===== config.mk =====
export PLATFORM = sky130hd
export DESIGN_NAME = ellipse_bresenham_raster_core
export DESIGN_NICKNAME = d
export VERILOG_FILES = /design/src/sv/ebr_pkg.sv /design/src/sv/ebr_ctrl.sv /design/src/sv/ebr_dp.sv /design/src/sv/ellipse_bresenham_raster_core.sv
export SDC_FILE = /design/constraint.sdc
export NUM_CORES = 2
export LEC_CHECK = 0
export BUFFER_PORTS_ARGS = -buffer_cell sky130_fd_sc_hd__buf_2
export CAP_MARGIN = 20
export CORE_ASPECT_RATIO = 0.7
export CORE_MARGIN = 2
export CORE_UTILIZATION = 35
export CTS_CLUSTER_SIZE = 10
export DETAILED_ROUTE_END_ITERATION = 10
export PLACE_DENSITY = 0.53
export SLEW_MARGIN = 20
export SYNTH_ARGS = -nofsm -noshare
export SYNTH_HDL_FRONTEND = slang
export SYNTH_SLANG_ARGS = --single-unit

===== constraint.sdc =====
create_clock -name clk -period 11.4 [get_ports clk]
set_input_delay 2.28 -clock clk [delete_from_list [all_inputs] [get_ports clk]]
set_output_delay 2.28 -clock clk [all_outputs]
set_load 0.02 [all_outputs]

===== src/sv/ebr_pkg.sv =====
// ----------------------------------------------------------------------------
// ebr_pkg
// widths, codes and controller/datapath interface types of the ellipse
// rasteriser
// ----------------------------------------------------------------------------
package ebr_pkg;

	// coordinate and field widths
	localparam int CoordBits  = 12;
	localparam int AxisBits   = CoordBits - 1;
	localparam int OffYBits   = CoordBits + 1;
	localparam int OutBits    = CoordBits + 2;
	localparam int SqBits     = 2 * AxisBits;
	localparam int ProdBits   = SqBits + CoordBits;
	localparam int ErrBits    = 3 * CoordBits + 4;
	localparam int CalcBits   = ErrBits + 4;

	// stream packing
	localparam int InFieldBits = 2 * CoordBits + 2 * AxisBits;
	localparam int InDataBits  = ((InFieldBits + 7) / 8) * 8;
	localparam int OutDataBits = ((4 * OutBits + 7) / 8) * 8;

	// operation codes carried on s_tuser
	localparam logic OpStart = 1'b0;
	localparam logic OpStep  = 1'b1;

	// commands from controller to datapath
	typedef struct packed {
		logic start_load;
		logic init_mul;
		logic init_fin;
		logic step_mul;
		logic step_upd;
	} ebr_cmd_t;

	// status from datapath to controller
	typedef struct packed {
		logic out_free;
	} ebr_stat_t;

endpackage


===== src/sv/ebr_ctrl.sv =====
// ----------------------------------------------------------------------------
// ebr_ctrl
// sequencer of the ellipse rasteriser: takes one transaction at a time and
// steps the datapath through set-up or one point update
// ----------------------------------------------------------------------------
module ebr_ctrl (
	input  logic             clk,
	input  logic             arst_n,
	input  logic             s_tvalid,
	output logic             s_tready,
	input  logic             s_tuser,
	input  ebr_pkg::ebr_stat_t stat,
	output ebr_pkg::ebr_cmd_t  cmd
);
	import ebr_pkg::*;

	localparam logic [1:0] ST_IDLE  = 2'd0;
	localparam logic [1:0] ST_INIT  = 2'd1;
	localparam logic [1:0] ST_EINIT = 2'd2;
	localparam logic [1:0] ST_STEP  = 2'd3;

	logic [1:0] state_q;
	logic [1:0] state_d;

	assign s_tready = (state_q == ST_IDLE);

	// next state and datapath commands
	always_comb begin
		state_d = state_q;
		cmd     = '0;
		case (state_q)
			ST_IDLE: begin
				if (s_tvalid) begin
					if (s_tuser == OpStart) begin
						cmd.start_load = 1'b1;
						state_d        = ST_INIT;
					end else begin
						cmd.step_mul = 1'b1;
						state_d      = ST_STEP;
					end
				end
			end
			ST_INIT: begin
				cmd.init_mul = 1'b1;
				state_d      = ST_EINIT;
			end
			ST_EINIT: begin
				if (stat.out_free) begin
					cmd.init_fin = 1'b1;
					state_d      = ST_IDLE;
				end
			end
			ST_STEP: begin
				if (stat.out_free) begin
					cmd.step_upd = 1'b1;
					state_d      = ST_IDLE;
				end
			end
			default: begin
				state_d = ST_IDLE;
			end
		endcase
	end

	// state register
	always_ff @(posedge clk or negedge arst_n) begin
		if (!arst_n) begin
			state_q <= ST_IDLE;
		end else begin
			state_q <= state_d;
		end
	end

endmodule


===== src/sv/ebr_dp.sv =====
// ----------------------------------------------------------------------------
// ebr_dp
// datapath of the ellipse rasteriser: two shared multipliers, the walk state,
// the move decision with error update, and the output register
// ----------------------------------------------------------------------------
module ebr_dp (
	input  logic                            clk,
	input  logic                            arst_n,
	input  ebr_pkg::ebr_cmd_t               cmd,
	output ebr_pkg::ebr_stat_t              stat,
	input  logic [ebr_pkg::InDataBits-1:0]  s_tdata,
	output logic                            m_tvalid,
	input  logic                            m_tready,
	output logic [ebr_pkg::OutDataBits-1:0] m_tdata,
	output logic                            m_tuser,
	output logic                            m_tlast
);
	import ebr_pkg::*;

	// input fields
	logic [CoordBits-1:0] in_cx;
	logic [CoordBits-1:0] in_cy;
	logic [AxisBits-1:0]  in_a;
	logic [AxisBits-1:0]  in_b;

	// walk state
	logic                       active_q;
	logic [CoordBits-1:0]       x_q;
	logic signed [OffYBits-1:0] y_q;
	logic signed [ErrBits-1:0]  e_q;
	logic [SqBits-1:0]          a2_q;
	logic [SqBits-1:0]          b2_q;
	logic [CoordBits-1:0]       cx_q;
	logic [CoordBits-1:0]       cy_q;
	logic [AxisBits-1:0]        b_q;
	logic [ProdBits-1:0]        p_q;
	logic [ProdBits-1:0]        q_q;

	// multipliers
	logic [SqBits-1:0]    m0a;
	logic [CoordBits-1:0] m0b;
	logic [SqBits-1:0]    m1a;
	logic [CoordBits-1:0] m1b;
	logic [ProdBits-1:0]  mul0;
	logic [ProdBits-1:0]  mul1;

	// error arithmetic
	logic signed [CalcBits-1:0] e_w;
	logic signed [CalcBits-1:0] e2;
	logic signed [CalcBits-1:0] p2;
	logic signed [CalcBits-1:0] q2;
	logic signed [CalcBits-1:0] a2w;
	logic signed [CalcBits-1:0] b2w;
	logic signed [CalcBits-1:0] d1;
	logic signed [CalcBits-1:0] d2;
	logic signed [CalcBits-1:0] h_term;
	logic signed [CalcBits-1:0] v_term;
	logic signed [CalcBits-1:0] e_next;
	logic signed [CalcBits-1:0] e_init;
	logic                       go_x;
	logic                       go_y;
	logic [CoordBits-1:0]       x_next;
	logic signed [OffYBits-1:0] y_next;
	logic                       last;

	// pixel coordinates
	logic [OutBits-1:0]     px_right;
	logic [OutBits-1:0]     px_left;
	logic [OutBits-1:0]     py_down;
	logic [OutBits-1:0]     py_up;
	logic [OutDataBits-1:0] pix_data;

	// output register
	logic                   m_tvalid_q;
	logic [OutDataBits-1:0] m_tdata_q;
	logic                   m_tuser_q;
	logic                   m_tlast_q;

	assign in_cx = s_tdata[CoordBits-1:0];
	assign in_cy = s_tdata[2*CoordBits-1:CoordBits];
	assign in_a  = s_tdata[2*CoordBits+AxisBits-1:2*CoordBits];
	assign in_b  = s_tdata[2*CoordBits+2*AxisBits-1:2*CoordBits+AxisBits];

	// operand selection: squares on start, a2*b at set-up, b2*x and a2*y on step
	always_comb begin
		m0a = b2_q;
		m0b = x_q;
		m1a = a2_q;
		m1b = y_q[CoordBits-1:0];
		if (cmd.start_load) begin
			m0a = SqBits'(in_a);
			m0b = CoordBits'(in_a);
			m1a = SqBits'(in_b);
			m1b = CoordBits'(in_b);
		end else if (cmd.init_mul) begin
			m1b = CoordBits'(b_q);
		end
	end

	assign mul0 = ProdBits'(m0a) * ProdBits'(m0b);
	assign mul1 = ProdBits'(m1a) * ProdBits'(m1b);

	// widened terms
	assign e_w = CalcBits'(e_q);
	assign e2  = {e_w[CalcBits-2:0], 1'b0};
	assign p2  = signed'({{(CalcBits-ProdBits-1){1'b0}}, p_q, 1'b0});
	assign q2  = signed'({{(CalcBits-ProdBits-1){1'b0}}, q_q, 1'b0});
	assign a2w = signed'({{(CalcBits-SqBits){1'b0}}, a2_q});
	assign b2w = signed'({{(CalcBits-SqBits){1'b0}}, b2_q});

	// decision terms, with the products of the current point
	assign d1 = e2 + q2 - CalcBits'(1);
	assign d2 = e2 - p2 - CalcBits'(1);

	// move choice: horizontal moves x, vertical moves y, diagonal both
	always_comb begin
		if (e_w < 0) begin
			go_x = 1'b1;
			go_y = !(d1 < 0);
		end else if (e_w == 0) begin
			go_x = 1'b1;
			go_y = 1'b1;
		end else begin
			go_x = (d2 <= 0);
			go_y = 1'b1;
		end
	end

	// error increments folded to the products of the current point
	assign h_term = p2 + b2w + (b2w <<< 1);
	assign v_term = a2w + (a2w <<< 1) - q2;
	assign e_next = e_w + (go_x ? h_term : CalcBits'(0)) + (go_y ? v_term : CalcBits'(0));
	assign e_init = a2w + b2w - q2;

	assign x_next = x_q + CoordBits'(go_x);
	assign y_next = y_q - OffYBits'(go_y);
	assign last   = y_next[OffYBits-1];

	// mirrored pixels of the current point
	assign px_right = OutBits'(cx_q) + OutBits'(x_q);
	assign px_left  = OutBits'(cx_q) - OutBits'(x_q);
	assign py_down  = OutBits'(cy_q) + OutBits'(y_q[CoordBits-1:0]);
	assign py_up    = OutBits'(cy_q) - OutBits'(y_q[CoordBits-1:0]);

	always_comb begin
		pix_data = '0;
		pix_data[OutBits-1:0]           = px_right;
		pix_data[2*OutBits-1:OutBits]   = px_left;
		pix_data[3*OutBits-1:2*OutBits] = py_down;
		pix_data[4*OutBits-1:3*OutBits] = py_up;
	end

	// walk registers
	always_ff @(posedge clk) begin
		if (cmd.start_load) begin
			a2_q <= mul0[SqBits-1:0];
			b2_q <= mul1[SqBits-1:0];
			cx_q <= in_cx;
			cy_q <= in_cy;
			b_q  <= in_b;
		end
		if (cmd.init_mul) begin
			q_q <= mul1;
		end
		if (cmd.step_mul) begin
			p_q <= mul0;
			q_q <= mul1;
		end
		if (cmd.init_fin) begin
			x_q <= '0;
			y_q <= OffYBits'(b_q);
			e_q <= e_init[ErrBits-1:0];
		end
		if (cmd.step_upd && active_q) begin
			x_q <= x_next;
			y_q <= y_next;
			e_q <= e_next[ErrBits-1:0];
		end
	end

	// figure in progress
	always_ff @(posedge clk or negedge arst_n) begin
		if (!arst_n) begin
			active_q <= 1'b0;
		end else if (cmd.init_fin) begin
			active_q <= 1'b1;
		end else if (cmd.step_upd && active_q && last) begin
			active_q <= 1'b0;
		end
	end

	// output valid
	always_ff @(posedge clk or negedge arst_n) begin
		if (!arst_n) begin
			m_tvalid_q <= 1'b0;
		end else if (cmd.init_fin || cmd.step_upd) begin
			m_tvalid_q <= 1'b1;
		end else if (m_tready) begin
			m_tvalid_q <= 1'b0;
		end
	end

	// output payload, zero when no point is carried
	always_ff @(posedge clk) begin
		if (cmd.step_upd && active_q) begin
			m_tdata_q <= pix_data;
			m_tuser_q <= 1'b1;
			m_tlast_q <= last;
		end else if (cmd.init_fin || cmd.step_upd) begin
			m_tdata_q <= '0;
			m_tuser_q <= 1'b0;
			m_tlast_q <= 1'b0;
		end
	end

	assign stat.out_free = !m_tvalid_q || m_tready;
	assign m_tvalid      = m_tvalid_q;
	assign m_tdata       = m_tdata_q;
	assign m_tuser       = m_tuser_q;
	assign m_tlast       = m_tlast_q;

endmodule


===== src/sv/ellipse_bresenham_raster_core.sv =====
// ----------------------------------------------------------------------------
// ellipse_bresenham_raster_core
// Bresenham ellipse rasteriser, one quadrant walked and mirrored four ways
// ----------------------------------------------------------------------------
// Usage:
// - s_* carries commands: s_tuser 0 starts a figure from the centre and
//   semi-axes in s_tdata, s_tuser 1 asks for the next point set.
// - m_* returns exactly one transaction per command. m_tuser marks a
//   transaction that carries four pixels; m_tlast marks the final point set.
// - Start and steps taken with no figure in progress return all zeros.
// - A step multiplies (b2*x and a2*y), then makes the move decision and
//   error update; the result is registered with the update.
// - A start computes the squares, then a2*b, then the initial error.
// - s_tready is high only between commands; the next command is taken the
//   cycle after the result is registered, so a new command is not taken
//   while one is still in work.
// - When the receiver stalls, the output register holds its transaction and
//   the final cycle of the next command waits until that register frees.
// - Reset clears the output valid and drops any figure in progress.
// ----------------------------------------------------------------------------
module ellipse_bresenham_raster_core (
	input  logic                            clk,
	input  logic                            arst_n,
	// centre_x, centre_y, axis_a, axis_b, zero pad (low bit first)
	input  logic [ebr_pkg::InDataBits-1:0]  s_tdata,
	// op
	input  logic                            s_tuser,
	input  logic                            s_tvalid,
	output logic                            s_tready,
	// px_right, px_left, py_down, py_up (low bit first)
	output logic [ebr_pkg::OutDataBits-1:0] m_tdata,
	// point_valid
	output logic                            m_tuser,
	output logic                            m_tlast,
	output logic                            m_tvalid,
	input  logic                            m_tready
);
	import ebr_pkg::*;

	ebr_cmd_t  cmd;
	ebr_stat_t stat;

	// sequencer
	ebr_ctrl u_ctrl (
		.clk      (clk),
		.arst_n   (arst_n),
		.s_tvalid (s_tvalid),
		.s_tready (s_tready),
		.s_tuser  (s_tuser),
		.stat     (stat),
		.cmd      (cmd)
	);

	// arithmetic and output register
	ebr_dp u_dp (
		.clk      (clk),
		.arst_n   (arst_n),
		.cmd      (cmd),
		.stat     (stat),
		.s_tdata  (s_tdata),
		.m_tvalid (m_tvalid),
		.m_tready (m_tready),
		.m_tdata  (m_tdata),
		.m_tuser  (m_tuser),
		.m_tlast  (m_tlast)
	);

endmodule


# Word level (Yosys, flattened, before mapping)
# Index checks and enable logic that the tools add are counted.
[totals]
output_inout_bits = 60
wordCells = 99
in_bits = 53
regBits = 274
[op_classes]
n_eq_ne = 5
muxes = 40
n_lt_le_gt_ge = 3
reduce_logical = 15
add_sub_neg = 18
mul = 2
[ops]
columns = ["cell", "n"]
rows = [
  ["2-to-1 mux 40 bit", 4],
  ["2-to-1 mux 56 bit", 2],
  ["subtractor 44 x 2 -> 44 bit (second input constant)", 2],
  ["adder 40 bit", 2],
  ["subtractor 40 x 36 -> 40 bit", 2],
  ["multiplier 22 x 12 -> 34 bit", 2],
  ["2-to-1 mux 34 bit", 2],
  ["2-to-1 mux 12 bit", 5],
  ["<= comparator 44 x 1 -> 1 bit (second input constant)", 1],
  ["logical NOT 44 bit", 1],
  ["less-than comparator 44 x 1 -> 1 bit (second input constant)", 1],
  ["2-to-1 mux 22 bit", 2],
  ["adder 41 x 36 -> 42 bit", 1],
  ["subtractor 41 x 36 -> 42 bit", 1],
  ["adder 40 x 24 -> 40 bit", 1],
  ["less-than comparator 40 x 1 -> 1 bit (second input constant)", 1],
  ["adder 35 x 22 -> 36 bit", 1],
  ["adder 12 x 12 -> 13 bit", 2],
  ["2-to-1 mux 13 bit", 2],
  ["subtractor 12 x 12 -> 13 bit", 2],
  ["adder 22 x 23 -> 24 bit", 1],
  ["adder 22 x 22 -> 23 bit", 1],
  ["2-to-1 mux 1 bit", 19],
  ["subtractor 13 x 1 -> 13 bit", 1],
  ["14 further kinds", 24],
]

# Logic depth before layout (Yosys ltp)
[logic_depth]
word_depth = 9
depth_mapped = 38
mapped_depth_nobuf = 38

# Cells and area by module
# Synthesis repeated with hierarchy kept, for this count alone.
[unflattened]
hier_cells = 4256
area_unflattened_um2 = 38787.2
[modules_own_cells]
columns = ["mod", "cells_each", "instances", "area_each_um2", "seq_area_each_um2"]
rows = [
  ["ebr_dp", 4242, 1, 38670.8, 7967.6],
  ["ebr_ctrl", 14, 1, 116.4, 50.0],
]

# Worst setup path before layout
# OpenSTA, ideal clock, no wires.
[synth_timing]
path_kind = "input to register"
start = "input s_tuser"
end = "register u_dp.p_q[33] (data pin)"
n_path_buf = 4
path_stages = 27
setup_ns = 0.259
t_arrival_ns = 11.097
required_ns = 11.141
slack_ns = 0.044
cell_sequence = "nand3b_1 -> inv_1 -> clkbuf_1 -> buf_1 -> buf_1 -> clkbuf_1 -> nor2_1 -> nor2_1 -> fa_1 -> fa_1 -> fa_1 -> inv_1 -> fa_1 -> inv_1 -> fa_1 -> ha_1 -> and3_1 -> a21oi_1 -> nand4_1 -> a31oi_1 -> a21boi_0 -> o41ai_2 -> o22ai_1 -> or4_1 -> a31oi_1 -> o21ai_1 -> xnor2_1"
[synth_lines]
columns = ["element", "line", "source"]
rows = [
  ["start, declared", "ellipse_bresenham_raster_core.sv:27", "input logic s_tuser,"],
  ["end signal, assigned", "ebr_dp.sv:166", "p_q <= mul0;"],
  ["end, declared", "ebr_dp.sv:36", "logic [ProdBits-1:0] p_q;"],
]

# Worst setup path after layout
[layout_timing]
start = "input s_tuser"
end = "register u_dp.p_q[33] (data pin)"
[layout_between]
elab_chain_len = 5
elab_cells_between_ends = 6
cone_classes = "1 x mul; 5 x mux"
[layout_rtl]
columns = ["element", "line", "source"]
rows = [
  ["2-to-1 mux 1 bit *", "ebr_ctrl.sv:34", "if (s_tuser == OpStart) begin"],
  ["2-to-1 mux 1 bit *", "ebr_ctrl.sv:33", "if (s_tvalid) begin"],
  ["2-to-1 mux 1 bit *", "ebr_ctrl.sv:31", "case (state_q)"],
  ["2-to-1 mux 22 bit or 2-to-1 mux 12 bit (tied branches)", "ebr_dp.sv:90", "if (cmd.start_load) begin"],
  ["multiplier 22 x 12 -> 34 bit *", "ebr_dp.sv:100", "assign mul0 = ProdBits'(m0a) * ProdBits'(m0b);"],
  ["named net u_dp.mul0[33]", "ebr_dp.sv:44", "logic [ProdBits-1:0] mul0;"],
]
# The timed path passes the listed nets; every way through them passes the cells marked *.
# A chain may end at the register's enable or synchronous reset.

==> results <==
- For this block, the routed nets add up to 139,800 um of wire.
- The cell sitting at the root of the clock tree is a clkbuf_16.
- The floorplan die width is 419.3 um.
- The detailed router placed 35.29k vias in this run.
- The cell count after synthesis is 4,864.
- The count of boundary I/O pins is 113.
- The post-synthesis cell type count is 94.
- The number of hold-repair buffers added at the cts stage is 0.
- The clock tree from TritonCTS is done.
- Counting flops with an async set or reset pin after synthesis yields a share of 1.493%.
- The worst hold-check path type is reg2reg.
- The reg-to-reg setup timing slack is 2.41 ns.
- The final clock period utilization by the worst path is 88.02%.
- The aggregate global routing overflow is 0.
- The fraction of the yosys area taken by sequential cells is 18.97%.
- In this run, synthesis inferred 263 flip-flops with an integrated enable.
- The initial cell density of the core is 35.33%.
- Setup repair after global routing left no endpoint under its margin.
- The count of input and output buffers is 108.
- After detailed routing, the average wire length per cell comes to 21.33 um.
- The sum of net half-perimeters after detailed placement is 114,100 um.
- Synthesis inferred 268 register bits.
- The final RePlAce weighted congestion is 0.9271.
- In the final layout, the share of cells above drive strength 1 is 5.415%.
- After floorplanning, the core was divided into 106 placement rows.
- The count of filler cells inserted in the layout is 12.42k.
- Along the worst hold path, the cell count comes to 2.
- The number of clock buffers added by TritonCTS is 37.
- The achievable clock frequency is 99.65 MHz.
- The vertical die dimension is 294.7 um.
- The number of search-and-repair iterations in the first detailed-routing pass is 8.
- The insertion delay to the later sink of the worst-skew pair is 0.59 ns.
- The commonest register cell after synthesis is edfxtp_1.
- The number of max-cap violations is 0.
- Summing every instance area after synthesis gives 42,270 um2.
- The final count of hold timing violations is 0.
- The classification of the worst setup path is in2reg.
- The post-CTS setup repair buffer count is 0.
- A synthesized cell averages 8.689 um2.
- The depth of the most critical reg-to-reg path is 26.
- The minimum clock period is 10.03 ns.
- The remaining antenna violation count is 0.
- Entering global routing, the biggest net connects 72 pins.
- The per-cell via count in the routed design is 5.385.
- The run finished with clean final reports.
- The max-slew violation count is 0.
- Counting every sink on the clock net gives 268.
- Yosys printed 0 warnings.
- Adding up every negative setup slack in the final design gives 0 ns.
- The number of global-route vias before repair is 34.89k.
- The die covers 123,600 um2.
- For the pin with the worst max-slew slack, the measured transition is 1.115 ns.
- The floorplan step defined a core boundary enclosing 119,600 um2.
- The detailed router's first-iteration violation count is 3,537.
- The data arrival time of the worst path is 10.33 ns.
- The number of antenna violations at the first check in global routing is 10.
- The number of levels in the clock H-tree is 2.
- STA classifies the critical path endpoint as a flop.
- In this run the deepest clock path goes through 3 buffers.
- Setup violations remaining at the end of the flow were counted as 0.
- The worst path required time is 11.69 ns.
- The number of remaining DRC errors is 0.
- In this run the worst path has a maximum fanout of 63.
- The worst-case headroom to the max-slew limit is 25.39%.
- Relative to the synthesized area, the layout overhead comes to 8.387%.
- The total routing resource utilization after global routing is 22.86%.
- The first global-routing pass estimated 214,900 um of wire.
- The number of nets in the layout is 5,846.
- The final setup skew is 0.04708 ns.
- STA classifies the critical path startpoint as a primary input.
- After clock tree synthesis, the clock-pin slew on the worst setup and hold paths is 0.05 ns.
- The post-cts sizing count is 0.
layer usage:
layer,track usage [%],vias up,share of wire (%)
met2,32.23,1213,39
met3,4.550,116,9.5
li1,-,16530,-
met1,35.79,17430,50
met4,4.009,0,1.7
met5,0,-,0
per-stage QoR:
step	cell area, um2	cells	hold WS, ns	utilization, %	setup WS (ns)
6_report	45810	6553	0.4421	38.29	1.365
5_1_grt	45810	6551	0.4594	38.29	0.8378
4_1_cts	45810	6551	0.4403	38.29	1.340
3_5_place_dp	44640	6488	0.4328	37.31	0.7936
3_3_place_gp	44640	6488	0.4286	37.31	0.8622
2_1_floorplan	42270	4865	0.5093	-	0.04431
cell usage after synthesis (8+ instances only):
| master | count | area, um2 |
|---|---|---|
| a2111oi_0 | 11 | 96.34 |
| a211o_1 | 12 | 105.1 |
| a211oi_1 | 37 | 277.8 |
| a21o_1 | 107 | 803.3 |
| a21oi_1 | 298 | 1491 |
| a31o_2 | 8 | 70.07 |
| a31oi_1 | 34 | 212.7 |
| and2_1 | 107 | 669.4 |
| and3_1 | 44 | 275.3 |
| and4_1 | 8 | 70.07 |
| buf_1 | 9 | 33.78 |
| buf_2 | 9 | 45.04 |
| clkbuf_1 | 131 | 491.7 |
| edfxtp_1 | 263 | 7898 |
| fa_1 | 450 | 9009 |
| ha_1 | 436 | 5455 |
| inv_1 | 660 | 2477 |
| mux2i_1 | 32 | 320.3 |
| nand2_1 | 606 | 2275 |
| nand2b_1 | 68 | 425.4 |
| nand3_1 | 124 | 620.6 |
| nand3b_1 | 9 | 67.56 |
| nand4_1 | 34 | 212.7 |
| nor2_1 | 338 | 1269 |
| nor2b_1 | 64 | 400.4 |
| nor3_1 | 90 | 450.4 |
| nor4_1 | 27 | 168.9 |
| o2111ai_1 | 17 | 148.9 |
| o211ai_1 | 24 | 180.2 |
| o21a_1 | 49 | 367.9 |
| o21ai_0 | 185 | 925.9 |
| o21ai_1 | 9 | 45.04 |
| o21bai_1 | 47 | 352.8 |
| o22ai_1 | 9 | 56.30 |
| o31ai_1 | 19 | 142.6 |
| or2_2 | 12 | 75.07 |
| or3_1 | 35 | 219.0 |
| or4_1 | 8 | 60.06 |
| xnor2_1 | 223 | 1953 |
| xor2_1 | 75 | 656.9 |
cell usage in the layout, fill, tap and decap left out, types with 9 or more instances in the layout:
cell type and n:
nor3_1 88, fa_1 450, a2111oi_0 11, ha_1 436, nand2_1 606, xor2_1 75, nor2b_1 64, nand2b_1 68
or2_2 12, buf_2 108, xnor2_1 223, clkbuf_16 38, and3_1 44, nor4_1 27, o22ai_1 9, clkbuf_1 10
o21ai_1 9, nand3_1 123, inv_1 658, a21o_1 107, a21oi_1 296, o2111ai_1 17, o21bai_1 47, and2_1 107
a31oi_1 34, o31ai_1 19, edfxtp_1 263, o211ai_1 24, nand4_1 34, a211o_1 12, nand3b_1 9, buf_4 54
nor2_1 338, a211oi_1 37, o21a_1 49, mux2i_1 32, o21ai_0 185, or3_1 35
state kept, by name, summed over array words and instances, names as in the netlist:
name and cells:
u_dp.y_q 13, u_dp.m_tdata 50, u_dp.e_q 40, u_dp.a2_q 22, u_dp.cx_q 12, u_dp.m_tvalid 1, u_dp.q_q 34, u_dp.b_q 11
u_dp.x_q 12, u_dp.m_tuser 1, u_dp.active_q 1, u_dp.b2_q 22, u_ctrl.state_q 2, u_dp.m_tlast 1, u_dp.p_q 34, u_dp.cy_q 12
critical path: stages:
cell and delay (ns):
buf_2 0.10, nand3b_1 0.34, inv_6 0.57, nand2_1 0.24
o21ai_1 0.54, nand2_1 0.18, fa_1 0.53, fa_1 0.52
inv_1 0.05, fa_1 0.49, inv_1 0.06, fa_1 0.54
inv_1 0.06, fa_1 0.48, ha_1 0.42, and3_1 0.18
a21oi_1 0.22, nand4_1 0.16, a31oi_1 0.40, a21boi_0 0.31
o41ai_2 0.44, o22ai_1 0.22, or4_1 0.43, a31oi_1 0.27
o21ai_1 0.10, xnor2_1 0.14
final cells by class:
| type | count | area [um2] | share of cell area (%) |
|---|---|---|---|
| Inverter | 660 | 2482 | 5.419 |
| Timing Repair Buffer | 162 | 945.9 | 2.065 |
| Antenna cell | 2 | 5.005 | 0.01093 |
| Clock buffer | 50 | 1016 | 2.218 |
| Sequential cell | 268 | 8018 | 17.50 |
| Tap cell | 1620 | 2027 | 4.425 |
| Multi-Input combinational cell | 3778 | 31160 | 68.03 |
| Clock inverter | 13 | 153.9 | 0.3359 |
worst paths after layout:
| path | from | endpoint |
|---|---|---|
| setup / recovery | s_tuser | u_dp.p_q[33] |
| hold / removal | u_dp.m_tuser | u_dp.m_tuser |
| setup reg to reg | u_ctrl.state_q[0] | u_dp.p_q[33] |
| hold reg to reg | u_dp.m_tuser | u_dp.m_tuser |
| max in group asynchronous | arst_n | u_ctrl.state_q[0] |
| min in group asynchronous | arst_n | u_dp.m_tvalid |
logic make-up after synthesis:
kind of cell | after synthesis | synth area share, %
AOI/OAI and AO/OA | 959 | 14.68
xor gates and xnor gates | 298 | 6.175
adders and majority gates | 886 | 34.22
buffers and inverters | 819 | 7.416
DFF | 268 | 18.97
muxes | 39 | 0.9444
other | 2 | 0.01777
and+or+nand+nor | 1593 | 17.58
Power is left out: the tool's default activity adds up to more than one toggle a clock period on the data nets, which glitch-free logic cannot reach.
